$ cat src/tcw_pkg.sv
// ----------------------------------------------------------------------------
// tcw_pkg
// shared types, constants and helpers for the text console character writer
// ----------------------------------------------------------------------------
package tcw_pkg;

  // default geometry
  localparam int unsigned CONSOLES_DEF  = 7;
  localparam int unsigned ROWS_DEF      = 64;
  localparam int unsigned COLUMNS_DEF   = 80;
  localparam int unsigned TAB_WIDTH_DEF = 8;

  // command queue between front and back
  localparam int unsigned QUEUE_DEPTH = 2;

  // apb port
  localparam int unsigned APB_AW = 3;
  localparam int unsigned APB_DW = 32;

  // character codes
  localparam logic [7:0] CHAR_LF    = 8'd10;
  localparam logic [7:0] CHAR_CR    = 8'd13;
  localparam logic [7:0] CHAR_TAB   = 8'd9;
  localparam logic [7:0] CHAR_BS    = 8'd8;
  localparam logic [7:0] CHAR_SPACE = 8'h20;

  // blank cell: space, colour 7 on 0
  localparam logic [3:0]  BLANK_FG   = 4'd7;
  localparam logic [3:0]  BLANK_BG   = 4'd0;
  localparam logic [15:0] BLANK_CELL = {BLANK_BG, BLANK_FG, CHAR_SPACE};

  typedef enum logic {
    OP_WRITE = 1'b0,
    OP_READ  = 1'b1
  } op_e;

  typedef enum logic {
    REG_TEXT_FG = 1'b0,
    REG_TEXT_BG = 1'b1
  } reg_idx_e;

  typedef enum logic [2:0] {
    CMD_INVALID,
    CMD_READ,
    CMD_READ_OOR,
    CMD_LF,
    CMD_CR,
    CMD_TAB,
    CMD_BS,
    CMD_PRINT
  } cmd_kind_e;

  // one classified request
  typedef struct packed {
    cmd_kind_e  kind;
    logic [2:0] con;
    logic [7:0] char_code;
    logic [5:0] row;
    logic [6:0] col;
  } cmd_t;

  typedef enum logic [3:0] {
    ST_CLEAR,
    ST_IDLE,
    ST_DECODE,
    ST_ROW,
    ST_ADDR,
    ST_SCROLL,
    ST_PUT,
    ST_TAB,
    ST_RD,
    ST_RDWAIT,
    ST_RESP
  } back_state_e;

  function automatic logic [15:0] make_cell(logic [7:0] ch, logic [3:0] fg, logic [3:0] bg);
    return {bg, fg, ch};
  endfunction

endpackage

$ cat src/tcw_queue.sv
// ----------------------------------------------------------------------------
// tcw_queue
// short command fifo between front and back
// ----------------------------------------------------------------------------
module tcw_queue import tcw_pkg::*; #(
  parameter int unsigned DEPTH = QUEUE_DEPTH,
  localparam int unsigned PTR_W = (DEPTH > 1) ? $clog2(DEPTH) : 1,
  localparam int unsigned CNT_W = $clog2(DEPTH + 1)
) (
  input  logic clk_i,
  input  logic rst_ni,
  input  logic push_i,
  input  cmd_t cmd_i,
  output logic full_o,
  input  logic pop_i,
  output cmd_t cmd_o,
  output logic empty_o
);

  cmd_t             mem_q [DEPTH];
  logic [PTR_W-1:0] wr_q, rd_q;
  logic [CNT_W-1:0] cnt_q;

  function automatic logic [PTR_W-1:0] ptr_next(logic [PTR_W-1:0] p);
    return (p == PTR_W'(DEPTH - 1)) ? '0 : p + 1'b1;
  endfunction

  assign full_o  = (cnt_q == CNT_W'(DEPTH));
  assign empty_o = (cnt_q == '0);
  assign cmd_o   = mem_q[rd_q];

  always_ff @(posedge clk_i or negedge rst_ni) begin
    if (!rst_ni) begin
      wr_q  <= '0;
      rd_q  <= '0;
      cnt_q <= '0;
    end else begin
      if (push_i) begin
        wr_q <= ptr_next(wr_q);
      end
      if (pop_i) begin
        rd_q <= ptr_next(rd_q);
      end
      if (push_i && !pop_i) begin
        cnt_q <= cnt_q + 1'b1;
      end else if (pop_i && !push_i) begin
        cnt_q <= cnt_q - 1'b1;
      end
    end
  end

  always_ff @(posedge clk_i) begin
    if (push_i) begin
      mem_q[wr_q] <= cmd_i;
    end
  end

endmodule

$ cat config.mk
export PLATFORM = sky130hd
export DESIGN_NAME = tcw_queue
export DESIGN_NICKNAME = d
export VERILOG_FILES = /design/src/tcw_pkg.sv /design/src/tcw_queue.sv
export SDC_FILE = /design/constraint.sdc
export NUM_CORES = 1
export LEC_CHECK = 0
export BUFFER_PORTS_ARGS = -buffer_cell sky130_fd_sc_hd__buf_2
export CORE_ASPECT_RATIO = 1.75
export CORE_UTILIZATION = 35
export CTS_CLUSTER_DIAMETER = 60
export DETAILED_ROUTE_END_ITERATION = 8
export GPL_TIMING_DRIVEN = 0
export SLEW_MARGIN = 20
export SYNTH_ARGS = -nofsm -noshare
export SYNTH_HDL_FRONTEND = slang
export SYNTH_SLANG_ARGS = --single-unit
$ cat constraint.sdc
create_clock -name clk_i -period 3.3 [get_ports clk_i]
set_input_delay 0.165 -clock clk_i [delete_from_list [all_inputs] [get_ports clk_i]]
set_output_delay 0.165 -clock clk_i [all_outputs]
set_load 0.02 [all_outputs]
==> metrics.yaml <==
yosysWarnings: 0
wl_per_cell_um: 14.7
cp_num_buf_inv: 3
start_util_pct: 36.2
clock_sinks: 58
grt_pass1_vias: 1260
whs_path_depth: 1
nFillCells: 563
period_minus_slack_ps: 1650
clk_path_buf_depth: 2
whs_endpoint: "mem_q[1][0]$_DFFE_PP_"
arrival_ps: 1490
final_cells: 262
fp.dieW_um: 62.4
routed_wl_mm: 3.85
synthesis.instances: 100
worstReg2RegStart: "wr_q$_DFFE_PN0P_"
numCtsBuffers: 9
dp_hpwl_mm: 2.57
ys_ff_latch: 58
r2r_cells: 1
synth_area_mm2: 0.00223
p_sw_mw: 0.786
slew-limit-headroom_pct: 45.1
start_kind: "register"
power_density_mw_per_mm2: 860
track_usage_pct: 12.4
core_region_area_mm2: 0.00618
status: "finished clean"
finalSetupTns_ps: 0
seq_power_share_pct: 42.2
crit_fanout: 10
rows: 38
fin_skew_ps: 6.23
dp_slack_ps: 1790
syn_area_per_cell_um2: 22.3
dieArea_mm2: 0.00672
post-route-cell-area_mm2: 0.00287
antennaDiodeCount: 0
io_pins: 60
drt.antenna.violating_nets: 0
power_frac_comb_pct: 36.1
fin_crit_sh_pct: 50.0
layout_commonest_cell: "buf_2"
r2r_slack_ps: 1820
syn_to_final_growth_pct: 28.6
power.internal_mw: 1.68
dp_cells: 239
timing.fmax_mhz: 606
cp.required_ps: 3130
post_dp_cell_area_mm2: 0.00264
cp_slowest_stage_delay_ps: 380
via_per_inst: 4.33
drtIter0Drc: 25
synthesis.nets: 132
reg2reg_to: "mem_q[0][8]$_DFFE_PP_"
overflow: 0
synth-seq-area-share_pct: 77.0
grt_setup_unrepaired: "false"
pwr-share-clk_pct: 21.7
finalPower_mw: 2.47
path_cells: "buf_6, buf_12, mux2_4, buf_2"
netlist-cell-type-count: 13
tritoncts: "yes"
fin_util_pct: 46.5
mostFrequentLayoutCells: "buf_2, edfxtp_1, mux2_4"
root_buffer: "clkbuf_8"
htree_levels: 3
hold_ws_ps: 19.4
hold_viol: 0
grt_pass1_wl_mm: 5.82
layout-drive-gt1-share_pct: 57.1
maxSlewViolCount: 0
setup_viol_count_final: 0
grt_max_degree: 28
antenna_found_initial: 0
fin_nets: 209
drtPass1Iterations: 3
drc_errors: 0
gp_congestion: 0.602
vias: 1135
end_kind: "primary output"
hold_path_class: "in2reg"
cp_slowest_cell: "dfrtp_1"
tightest_slew_ps: 822
clock_latency_ps: 340
irDropWorstVdd_v: 0.000424
p_leak_nw: 1.17
hp-start: "cmd_i[0]"
swShare_pct: 31.8
port_buffers: 59
path_clk_slew_ps: 60
setup_ws_ps: 1650
crit_family: "buffers and inverters"
die_h_um: 108
drv_cap: 0
path_class: "reg2out"
## sequential cells by signal, summed over array words and instances, names as in the netlist
| name | cells |
|---|---|
| cnt_q | 2 |
| wr_q | 1 |
| mem_q | 54 |
| rd_q | 1 |
## worst max-delay path by stage
stage	cells past startpoint	slack [ps]	to	from
after floorplan	1	1260	mem_q[0][0]$_DFFE_PP_	wr_q$_DFFE_PN0P_
after global placement	1	710	mem_q[0][15]$_DFFE_PP_	wr_q$_DFFE_PN0P_
after detailed placement	1	1790	mem_q[0][15]$_DFFE_PP_	wr_q$_DFFE_PN0P_
after CTS	4	1610	cmd_o[0]	rd_q$_DFFE_PN0P_
after global routing	4	1600	cmd_o[0]	rd_q$_DFFE_PN0P_
final	4	1650	cmd_o[0]	rd_q$_DFFE_PN0P_
## layer usage
metal  up-vias  GRT usage, %  wire length (µm)  part of all wire (%)
met3        11          4.87               179                   4.6
met4         0          8.64               103                   2.7
met2        38          23.2              2230                    58
met5         -             0                 0                     0
met1       545          10.3              1340                    35
li1        541             -                 -                     -
## cell families (layout without fill, tap and decap cells)
group / after synthesis / count (layout) / share of synthesized area (%)
buffers and inverters: 4 / 86 / 2.46
XOR/XNOR: 5 / 5 / 1.96
flip-flops: 58 / 58 / 77.0
AND/OR/NAND/NOR: 5 / 5 / 1.18
adder cells (fa/ha/maj): 1 / 1 / 0.560
multiplexers: 27 / 27 / 16.8
## synth_stat cells, drive strengths merged
library cell	number	share of area, %
dfrtp	4	4.5
nor2	2	0.34
xor2	4	1.6
edfxtp	54	73
ha	1	0.56
xnor2	1	0.39
mux2	27	17
inv	1	0.17
buf	3	2.3
and2	1	0.28
nor2b	2	0.56
## power groups by stage
stage          registers (mW)  clock network (mW)  logic [mW]
2_1_floorplan            1.04                   0       0.669
3_3_place_gp             1.04                   0       0.879
3_5_place_dp             1.06                   0       0.904
4_1_cts                  1.05               0.554       0.911
5_1_grt                  1.06               0.585       0.946
6_report                 1.04               0.536       0.892
## timing repair
item,4_1_cts,5_1_grt
endpoints found under the setup margin,0,0
hold endpoints to repair,16,0
gates resized for setup,0,0
setup buffers,0,0
hold buffers,7,0
## final cells by class
| class | count | area, µm² | area share, % |
|---|---|---|---|
| Buffer | 3 | 51.3 | 1.79 |
| Clock buffer | 12 | 145 | 5.05 |
| Clock inverter | 4 | 18.8 | 0.653 |
| Inverter | 1 | 3.75 | 0.131 |
| Multi-Input combinational cell | 38 | 467 | 16.2 |
| Sequential cell | 58 | 1720 | 59.9 |
| Tap cell | 80 | 100 | 3.48 |
| Timing Repair Buffer | 66 | 365 | 12.7 |
(Power assumes the default switching activity.)
