### config.mk
export PLATFORM = sky130hd
export DESIGN_NAME = tcw_front
export DESIGN_NICKNAME = d
export VERILOG_FILES = /design/src/tcw_pkg.sv /design/src/tcw_front.sv
export SDC_FILE = /design/constraint.sdc
export NUM_CORES = 1
export LEC_CHECK = 0
export BUFFER_PORTS_ARGS = -buffer_cell sky130_fd_sc_hd__buf_2
export CORE_AREA = 2 2 39 41
export DETAILED_ROUTE_END_ITERATION = 12
export DIE_AREA = 0 0 41 43
export PLACE_DENSITY = 0.74
export SLEW_MARGIN = 0
export SYNTH_ARGS = -nofsm -noshare
export SYNTH_HDL_FRONTEND = slang
export SYNTH_SLANG_ARGS = --single-unit
export TNS_END_PERCENT = 100
### constraint.sdc
create_clock -name vclk -period 1.3
set_input_delay 0.26 -clock vclk [all_inputs]
set_output_delay 0.26 -clock vclk [all_outputs]
set_load 0.1 [all_outputs]
### src/tcw_pkg.sv
// ----------------------------------------------------------------------------
// tcw_pkg
// shared types, constants and helpers for the text console character writer
// ----------------------------------------------------------------------------
package tcw_pkg;

  // default geometry
  localparam int unsigned CONSOLES_DEF  = 7;
  localparam int unsigned ROWS_DEF      = 64;
  localparam int unsigned COLUMNS_DEF   = 80;
  localparam int unsigned TAB_WIDTH_DEF = 8;

  // command queue between front and back
  localparam int unsigned QUEUE_DEPTH = 2;

  // apb port
  localparam int unsigned APB_AW = 3;
  localparam int unsigned APB_DW = 32;

  // character codes
  localparam logic [7:0] CHAR_LF    = 8'd10;
  localparam logic [7:0] CHAR_CR    = 8'd13;
  localparam logic [7:0] CHAR_TAB   = 8'd9;
  localparam logic [7:0] CHAR_BS    = 8'd8;
  localparam logic [7:0] CHAR_SPACE = 8'h20;

  // blank cell: space, colour 7 on 0
  localparam logic [3:0]  BLANK_FG   = 4'd7;
  localparam logic [3:0]  BLANK_BG   = 4'd0;
  localparam logic [15:0] BLANK_CELL = {BLANK_BG, BLANK_FG, CHAR_SPACE};

  typedef enum logic {
    OP_WRITE = 1'b0,
    OP_READ  = 1'b1
  } op_e;

  typedef enum logic {
    REG_TEXT_FG = 1'b0,
    REG_TEXT_BG = 1'b1
  } reg_idx_e;

  typedef enum logic [2:0] {
    CMD_INVALID,
    CMD_READ,
    CMD_READ_OOR,
    CMD_LF,
    CMD_CR,
    CMD_TAB,
    CMD_BS,
    CMD_PRINT
  } cmd_kind_e;

  // one classified request
  typedef struct packed {
    cmd_kind_e  kind;
    logic [2:0] con;
    logic [7:0] char_code;
    logic [5:0] row;
    logic [6:0] col;
  } cmd_t;

  typedef enum logic [3:0] {
    ST_CLEAR,
    ST_IDLE,
    ST_DECODE,
    ST_ROW,
    ST_ADDR,
    ST_SCROLL,
    ST_PUT,
    ST_TAB,
    ST_RD,
    ST_RDWAIT,
    ST_RESP
  } back_state_e;

  function automatic logic [15:0] make_cell(logic [7:0] ch, logic [3:0] fg, logic [3:0] bg);
    return {bg, fg, ch};
  endfunction

endpackage

### src/tcw_front.sv
// ----------------------------------------------------------------------------
// tcw_front
// accepts requests and classifies them into commands for the back end
// ----------------------------------------------------------------------------
module tcw_front import tcw_pkg::*; #(
  parameter int unsigned CONSOLES = CONSOLES_DEF,
  parameter int unsigned ROWS     = ROWS_DEF,
  parameter int unsigned COLUMNS  = COLUMNS_DEF
) (
  input  logic       en_i,
  input  logic       in_valid_i,
  output logic       in_ready_o,
  input  logic       opcode_i,
  input  logic [2:0] console_i,
  input  logic [7:0] char_code_i,
  input  logic [5:0] row_i,
  input  logic [6:0] col_i,
  input  logic       full_i,
  output logic       push_o,
  output cmd_t       cmd_o
);

  logic con_ok, pos_ok;

  assign con_ok     = 32'(console_i) < CONSOLES;
  assign pos_ok     = (32'(row_i) < ROWS) && (32'(col_i) < COLUMNS);
  assign in_ready_o = en_i && !full_i;
  assign push_o     = in_valid_i && in_ready_o;

  always_comb begin
    cmd_o.con       = con_ok ? console_i : '0;
    cmd_o.char_code = char_code_i;
    cmd_o.row       = row_i;
    cmd_o.col       = col_i;
    if (!con_ok) begin
      cmd_o.kind = CMD_INVALID;
    end else if (op_e'(opcode_i) == OP_READ) begin
      cmd_o.kind = pos_ok ? CMD_READ : CMD_READ_OOR;
    end else begin
      unique case (char_code_i)
        CHAR_LF:  cmd_o.kind = CMD_LF;
        CHAR_CR:  cmd_o.kind = CMD_CR;
        CHAR_TAB: cmd_o.kind = CMD_TAB;
        CHAR_BS:  cmd_o.kind = CMD_BS;
        default:  cmd_o.kind = CMD_PRINT;
      endcase
    end
  end

endmodule

==> flow_summary.toml, run 1 <==
[floorplanning]
initial_utilization_pct = 21.2
floorplan.die_area_um2 = 1760
core-area_um2 = 1380
dieHeight_um = 43
ios = 57
die_w_um = 41
fp-row-count = 14

[layout]
antennaDiodeCount = 0
ff_latch_area_um2 = 0
flops_and_latches = 0
clockBufferCount = 0
area.growth.synth_to_final_pct = 176
post_route_cells_drive_above_1_share_pct = 88.6
design.final.nets = 100
final-instance-count-excl-fill = 86
finish.utilization_pct = 58.5
stdcell_area_um2 = 810

[power]
power_density_nw_per_um2 = 666
irDropWorstVdd_uv = 287
power_leakage_uw = 0.000392

[grt]
grt_max_degree = 6
grt_overflow = 0
global_route_wire_length_before_repair_mm = 1.66
antenna_found_initial = 0
grt_util_all_layers_pct = 13.3
grt_pass1_vias = 418

[sta]
worst-slew-pin-transition_ns = 0.222
fin_tns_setup_ns = -0.745
hold_viol_final = 0
final_critical_path_setup_slack_ns = -0.277
final_max_slew_viol_count = 0
finalCritPeriodShare_pct = 121
fmax_mhz = 634
final.min_clock_period_ns = 1.58
worst_slew_margin_rel_pct = 85.1
grt_setup_unrepaired = "yes"
setup_viol = 3

[synthesis]
netlist_top_cells_area = "sky130_fd_sc_hd__buf_4, sky130_fd_sc_hd__nor4_4, sky130_fd_sc_hd__and2_1, sky130_fd_sc_hd__o311a_2, sky130_fd_sc_hd__o311a_1"
yosysWarnings = 0
syn-instance-count = 39
mappedNetlistNets = 67
synth_compound_gate_area_share_pct = 14.1
synth_seq_area_share_pct = 0
synth_xor_area_share_pct = 2.99
muxShareOfSynthArea_pct = 0
post_synth_fa_ha_maj_area_fraction_pct = 0
largest_family_of_logic_cells_by_synthesized_area = "buffers and inverters"
syn_area_per_cell_um2 = 7.51
netlist.top_cell.by_area = "sky130_fd_sc_hd__buf_4"
yosys.area.top_type_share_pct = 53.8
post_synth_and_or_nand_nor_area_fraction_pct = 27.8
synth_area_um2 = 293
ys_types = 17

[place]
io_buffer_count = 37
placed_cell_area_um2 = 732
dpl.cell_count = 85
detailedPlacementHpwl_um = 946
globalplace.congestion = 0.710

[route]
vias_per_cell = 4.28
drt_first_iter_violations = 0
route.antenna.remaining_nets = 0
routed_wl_mm = 1.09
routed_wire_length_per_instance_um = 12.6
drc = 0
firstDrtPassIters = 1
vias = 368

[worst_setup_path]
crit_path_max_fanout = 2
cp-end-kind = "output port"
setup.worst_path.class = "in -> out"
timing.critical_path.from_type = "primary input"
timing.critical_path.required_ns = 1.04
worstPathArrival_ns = 1.32

[cts]
cts.hold.buffers_added = 0

[status]
status = "finished, violations left"
failed_checks = "setup timing"

[worst_hold_path]
min_path_type = "in -> out"

[run]
timing.max_cap.violations = 0
logic make-up after synthesis:
| family | after synthesis |
|---|---|
| and+or+nand+nor | 11 |
| AOI/OAI and AO/OA | 5 |
| buffers and inverters | 22 |
| xor gates and xnor gates | 1 |
cell type report:
type / count / area, µm²
Tap cell: 16 / 20.0
Fill cell: 120 / 574
Multi-Input combinational cell: 17 / 190
Inverter: 1 / 3.75
Timing Repair Buffer: 52 / 596
per-layer routing:
metal	part of all wire [%]	vias to the layer above	GRT usage [%]
met5	0	-	0
met4	0.18	0	1.33
met3	8.8	2	1.57
met2	67	23	30.9
met1	23	168	9.18
li1	-	175	-
what timing repair did:
item / in CTS / in global routing
buffers inserted: 1 / 0
hold endpoints to repair: 0 / 0
resized for setup: 17 / 1
setup endpoints to repair: 5 / 5
pin swaps: 4 / 2
cells in the mapped netlist (all sizes together):
library cell	count
buf	21
and2	3
o311a	2
a21boi	1
and3b	1
inv	1
nand2	1
nand3	1
nand3b	1
nand4	1
nor2	1
nor2b	1
nor4	1
o211ai	1
o21ai	1
xor2	1
report_power, final:
group | total, µW | internal (µW) | switching [µW]
combinational | 539 | 207 | 332
clock | 0 | 0 | 0
sequential | 0 | 0 | 0
total | 539 | 207 | 332
per-stage QoR:
stage | setup slack [ns] | hold WS [ns] | total power (µW)
2_1_floorplan | -0.186 | 0.623 | 464
4_1_cts | -0.285 | 0.521 | 539
3_3_place_gp | -0.410 | 0.521 | 497
5_1_grt | -0.330 | 0.520 | 555
6_report | -0.277 | 0.520 | 539
3_5_place_dp | -0.411 | 0.521 | 504
worst max-delay path, stage by stage:
cell and delay [ns]:
sky130_fd_sc_hd__buf_6 0.10, sky130_fd_sc_hd__nor4_4 0.28, sky130_fd_sc_hd__nand3b_1 0.16, sky130_fd_sc_hd__o311a_4 0.35
sky130_fd_sc_hd__buf_12 0.17
placed cells by master (no fill, tap or decap), drive strengths merged:
cell type and instances:
nand3 1, nor2b 1, and3b 1, nor2 1
and2 3, o211ai 1, nand3b 1, nor4 1
a21boi 1, nand4 1, buf 52, o311a 2
inv 1, o21ai 1, nand2 1, xor2 1
worst paths after layout:
| kind | from | to | slack [ns] | cells after the start |
|---|---|---|---|---|
| worst max-delay path | char_code_i[4] | cmd_o[25] | -0.28 | 5 |
| worst min-delay path | col_i[0] | cmd_o[0] | 0.52 | 0 |
Note: power is estimated with default switching activity, not from simulation.
==> inputs of run 2 (changes only) <==
CORE_AREA = 5 5 42 44   (was 2 2 39 41)
DIE_AREA = 0 0 47 49   (was 0 0 41 43)
==> run 2 against run 1 <==
Effect of this change: cell count shrank 4.7%; highest routed layer unchanged; via count down 5.4%; critical endpoint is now cmd_o[24]; largest cell class unchanged; cell area fell by 3.2%; setup slack got worse by 0.010 ns; die area rose by 31%; sequential share of layout area unchanged; hold slack barely moved; non-clock buffer count is 4 lower; the flow still finishes with violations (setup timing).
==> flow_summary.toml, run 2 (synthesis gave the netlist of run 1 again) <==
[layout]
design.final.nets = 96
post_route_cells_drive_above_1_share_pct = 87.9
antennaDiodeCount = 0
final_cell_mix = "sky130_fd_sc_hd__buf_12, sky130_fd_sc_hd__buf_2, sky130_fd_sc_hd__buf_4"
ff_latch_area_um2 = 0
final-instance-count-excl-fill = 82
flops_and_latches = 0
clockBufferCount = 0
mostFrequentLayoutCell = "sky130_fd_sc_hd__buf_12"
area.growth.synth_to_final_pct = 168

[place]
dp_worst_slack_ns = -0.426
dpl.cell_count = 81
detailedPlacementHpwl_um = 924
globalplace.congestion = 0.608
io_buffer_count = 37

[sta]
worst_slew_margin_rel_pct = 85.6
setup_viol = 3
worst-slew-pin-transition_ns = 0.215
final_max_slew_viol_count = 0
fmax_mhz = 630
hold_viol_final = 0
grt_setup_unrepaired = "yes"
final_critical_path_setup_slack_ns = -0.288
finalCritPeriodShare_pct = 122
final.min_clock_period_ns = 1.59

[power]
power_leakage_uw = 0.000374
irDropWorstVdd_uv = 295
power_density_nw_per_um2 = 676

[worst_setup_path]
cp-end-kind = "output port"
crit_path_cell_trace = "buf_6 -> nor4_4 -> nand3b_1 -> o311a_4 -> buf_12"
crit_path_max_fanout = 2
crit_path_start = "char_code_i[4]"
timing.critical_path.from_type = "primary input"
critical-path-slowest-cell = "sky130_fd_sc_hd__o311a_4"
setup.worst_path.class = "in -> out"
timing.critical_path.required_ns = 1.04
worstPathArrival_ns = 1.33
worst_path_largest_cell_delay_ns = 0.35

[worst_hold_path]
worst_min_delay_path_startpoint = "row_i[3]"
worst_hold_path.endpoint = "cmd_o[10]"
whs_path_depth = 0
min_path_type = "in -> out"

[floorplanning]
die_w_um = 47
dieHeight_um = 49
fp-row-count = 14
core-area_um2 = 1400
ios = 57
floorplan.die_area_um2 = 2300
initial_utilization_pct = 20.9

[grt]
grt_max_degree = 6
grt_pass1_vias = 376
grt_overflow = 0
antenna_found_initial = 0
global_route_wire_length_before_repair_mm = 1.70
grt_util_all_layers_pct = 9.47

[route]
firstDrtPassIters = 1
route.antenna.remaining_nets = 0
vias_per_cell = 4.24
vias = 348
drt_first_iter_violations = 0
routed_wire_length_per_instance_um = 11.9
routed_wl_um = 976
drc = 0

[status]
failed_checks = "setup timing"
status = "finished, violations left"

[run]
timing.max_cap.violations = 0
[run 2: changes by cell type in the layout (fill, tap and decap cells not counted)]
cell	before	now
sky130_fd_sc_hd__buf_4	15	11
sky130_fd_sc_hd__buf_6	2	1
sky130_fd_sc_hd__buf_8	0	1
[run 2: layer usage]
layer  wire (µm)  share of wire [%]  track usage, %
met1         219                 22            9.57
met2         589                 60            19.0
met3         154                 16            1.85
met4          12                1.2           0.922
met5           0                  0               0
[run 2: worst max path at each step]
stage / endpoint / slack [ns] / depth (start not counted)
floorplan: push_o / -0.19 / 2
global placement: cmd_o[25] / -0.40 / 5
detailed placement: cmd_o[24] / -0.43 / 5
CTS: cmd_o[24] / -0.30 / 5
global route: cmd_o[24] / -0.37 / 5
finish: cmd_o[24] / -0.29 / 5
[run 2: worst max-delay path: cells and delay by family]
| family | cells | cell delay, ns |
|---|---|---|
| simple gates | 2 | 0.44 |
| compound gates | 1 | 0.35 |
| buf+inv | 2 | 0.27 |
[run 2: area by class of cell]
type | instances | area [µm²]
Fill cell | 130 | 618
Inverter | 1 | 3.75
Multi-Input combinational cell | 17 | 190
Tap cell | 16 | 20.0
Timing Repair Buffer | 48 | 569
[run 2: repair_timing]
item                       4_1_cts  5_1_grt
buffers inserted                 1        0
resized for setup               18        1
gates cloned                     0        0
setup endpoints to repair        5        5
pin swaps                        3        2
hold buffers                     0        0
[run 2: report_power, final]
part	switching [µW]	total (µW)	internal [µW]
clock	0	0	0
combinational	328	530	202
sequential	0	0	0
[run 2: metrics by stage]
stage | util [%] | total power, µW | TNS, ns | hold slack, ns | area, µm²
2_1_floorplan | - | 464 | -0.355 | 0.623 | 339
3_3_place_gp | 50.1 | 488 | -1.09 | 0.521 | 702
3_5_place_dp | 50.1 | 494 | -1.20 | 0.521 | 702
4_1_cts | 55.4 | 530 | -0.702 | 0.521 | 776
5_1_grt | 55.9 | 547 | -0.885 | 0.520 | 783
6_report | 55.9 | 530 | -0.670 | 0.520 | 783
==> inputs of run 3 (changes only) <==
BUFFER_PORTS_ARGS = default   (was -buffer_cell sky130_fd_sc_hd__buf_2)
DONT_BUFFER_PORTS = 1   (was default)
PLACE_DENSITY = 0.37   (was 0.74)
==> run 3 against run 2 <==
Effect of this change: the run still ends with setup timing left; hold slack barely moved; non-clock buffer count down 43; total power decreased by 63%; count of clock-buffer cells in the layout stayed put; via count down 47%; cell area shrank 64%; maximum frequency up 9.8%; die area unchanged; critical endpoint is now cmd_o[25]; largest power group unchanged; sequential cell count is the same; global-route usage fell by 3.8 points; sequential share of layout area unchanged; cell count decreased by 52%.
==> flow_summary.toml, run 3 (synthesis gave the netlist of run 1 again) <==
[power]
power_leakage_uw = 0.000102
power_density_nw_per_um2 = 702
p_sw_share_pct = 70.9
comb_power_share_pct = 100.0
irDropWorstVdd_uv = 163
power.internal_uw = 57.0
power.share.clock_pct = 0
sequential_power_share_pct = 0
p_switching_uw = 139

[floorplanning]
core-area_um2 = 1400
ios = 57
floorplan.die_area_um2 = 2300
dieHeight_um = 49
fp-row-count = 14
initial_utilization_pct = 20.9
die_w_um = 47

[layout]
post_route_cells_drive_above_1_share_pct = 60.9
mostFrequentLayoutCell = "sky130_fd_sc_hd__buf_12"
area_of_the_multi_input_gates_um2 = 180
area.growth.synth_to_final_pct = -4.70
final_cell_mix = "sky130_fd_sc_hd__buf_12, sky130_fd_sc_hd__and2_2, sky130_fd_sc_hd__o311a_4, sky130_fd_sc_hd__buf_4"
clockBufferCount = 0
antennaDiodeCount = 0
ff_latch_area_um2 = 0
design.final.nets = 53
flops_and_latches = 0
nFillCells = 165

[place]
io_buffer_count = 0
dp_worst_slack_ns = -0.151
globalplace.congestion = 0.604

[route]
drt_first_iter_violations = 6
firstDrtPassIters = 4
route.antenna.remaining_nets = 0
routed_wire_length_per_instance_um = 19.3
drc = 0
vias_per_cell = 4.69
vias = 183
routed_wl_um = 751

[grt]
antenna_found_initial = 0
grt_util_all_layers_pct = 5.68
global_route_wire_length_before_repair_mm = 1.03
grt_overflow = 0
grt_max_degree = 6
grt_pass1_vias = 188

[worst_setup_path]
crit_path_start = "char_code_i[5]"
setup.worst_path.end = "cmd_o[25]"
worst_path_largest_cell_delay_ns = 0.48
crit_cells = 3
cp.buffers_inverters = 0
timing.critical_path.max_delay_family = "compound AO/OA/AOI/OAI gates"
timing.critical_path.required_ns = 1.04
setup.worst_path.class = "in -> out"
timing.critical_path.from_type = "primary input"
critical-path-slowest-cell = "sky130_fd_sc_hd__o311a_4"
crit_path_max_fanout = 2
cp-end-kind = "output port"
crit_path_cell_trace = "nor4_4 -> nand3b_1 -> o311a_4"
worstPathArrival_ns = 1.19

[cts]
cts.hold.buffers_added = 0
cts_setup_buffers = 0

[sta]
worst-slew-pin-transition_ns = 0.347
worst_slew_margin_rel_pct = 77.0
setup_viol = 2
finalCritPeriodShare_pct = 111
final_max_slew_viol_count = 0
final_critical_path_setup_slack_ns = -0.146
grt_setup_unrepaired = "yes"
hold_viol_final = 0
fin_tns_setup_ns = -0.291
final.min_clock_period_ns = 1.45
fmax_mhz = 691

[run]
timing.max_cap.violations = 0

[status]
status = "finished, violations left"
failed_checks = "setup timing"

[worst_hold_path]
min_path_type = "in -> out"
-- run 3: worst min path at each step --
stage / depth (start not counted) / startpoint / to
after floorplan: 1 / full_i / in_ready_o
after global placement: 0 / char_code_i[6] / cmd_o[19]
after detailed placement: 0 / char_code_i[4] / cmd_o[17]
after CTS: 0 / char_code_i[4] / cmd_o[17]
after global routing: 0 / col_i[5] / cmd_o[5]
final: 0 / char_code_i[3] / cmd_o[16]
-- run 3: metrics by stage --
stage | std cells | total power [µW] | hold WS, ns | cell area, µm² | util [%]
global route | 39 | 200 | 0.520 | 279 | 19.9
global placement | 39 | 195 | 0.521 | 277 | 19.7
floorplan | 39 | 464 | 0.623 | 339 | -
detailed placement | 39 | 195 | 0.521 | 277 | 19.7
CTS | 39 | 197 | 0.521 | 279 | 19.9
finish | 39 | 196 | 0.520 | 279 | 19.9
-- run 3: power groups by stage --
stage | Combinational, µW | Clock [µW] | Sequential (µW)
3_3_place_gp | 195 | 0 | 0
2_1_floorplan | 464 | 0 | 0
3_5_place_dp | 195 | 0 | 0
4_1_cts | 197 | 0 | 0
6_report | 196 | 0 | 0
5_1_grt | 200 | 0 | 0
-- run 3: final cells by class --
cell class / instances / share of cell area [%]
timing repair buffer: 5 / 26.9
multi-input combinational: 17 / 64.6
inverter: 1 / 1.35
tap: 16 / 7.17
-- run 3: timing repair --
action / 4_1_cts / 5_1_grt
gates resized for setup: 1 / 0
endpoints found under the setup margin: 3 / 2
pin swaps: 0 / 0
-- run 3: metal layers --
metal | vias to the layer above | GRT usage [%] | part of all wire (%)
met5 | - | 0 | 0
met4 | 0 | 1.38 | 2.5
met3 | 6 | 4.06 | 24
met2 | 27 | 9.05 | 45
met1 | 70 | 5.87 | 29
li1 | 80 | - | -
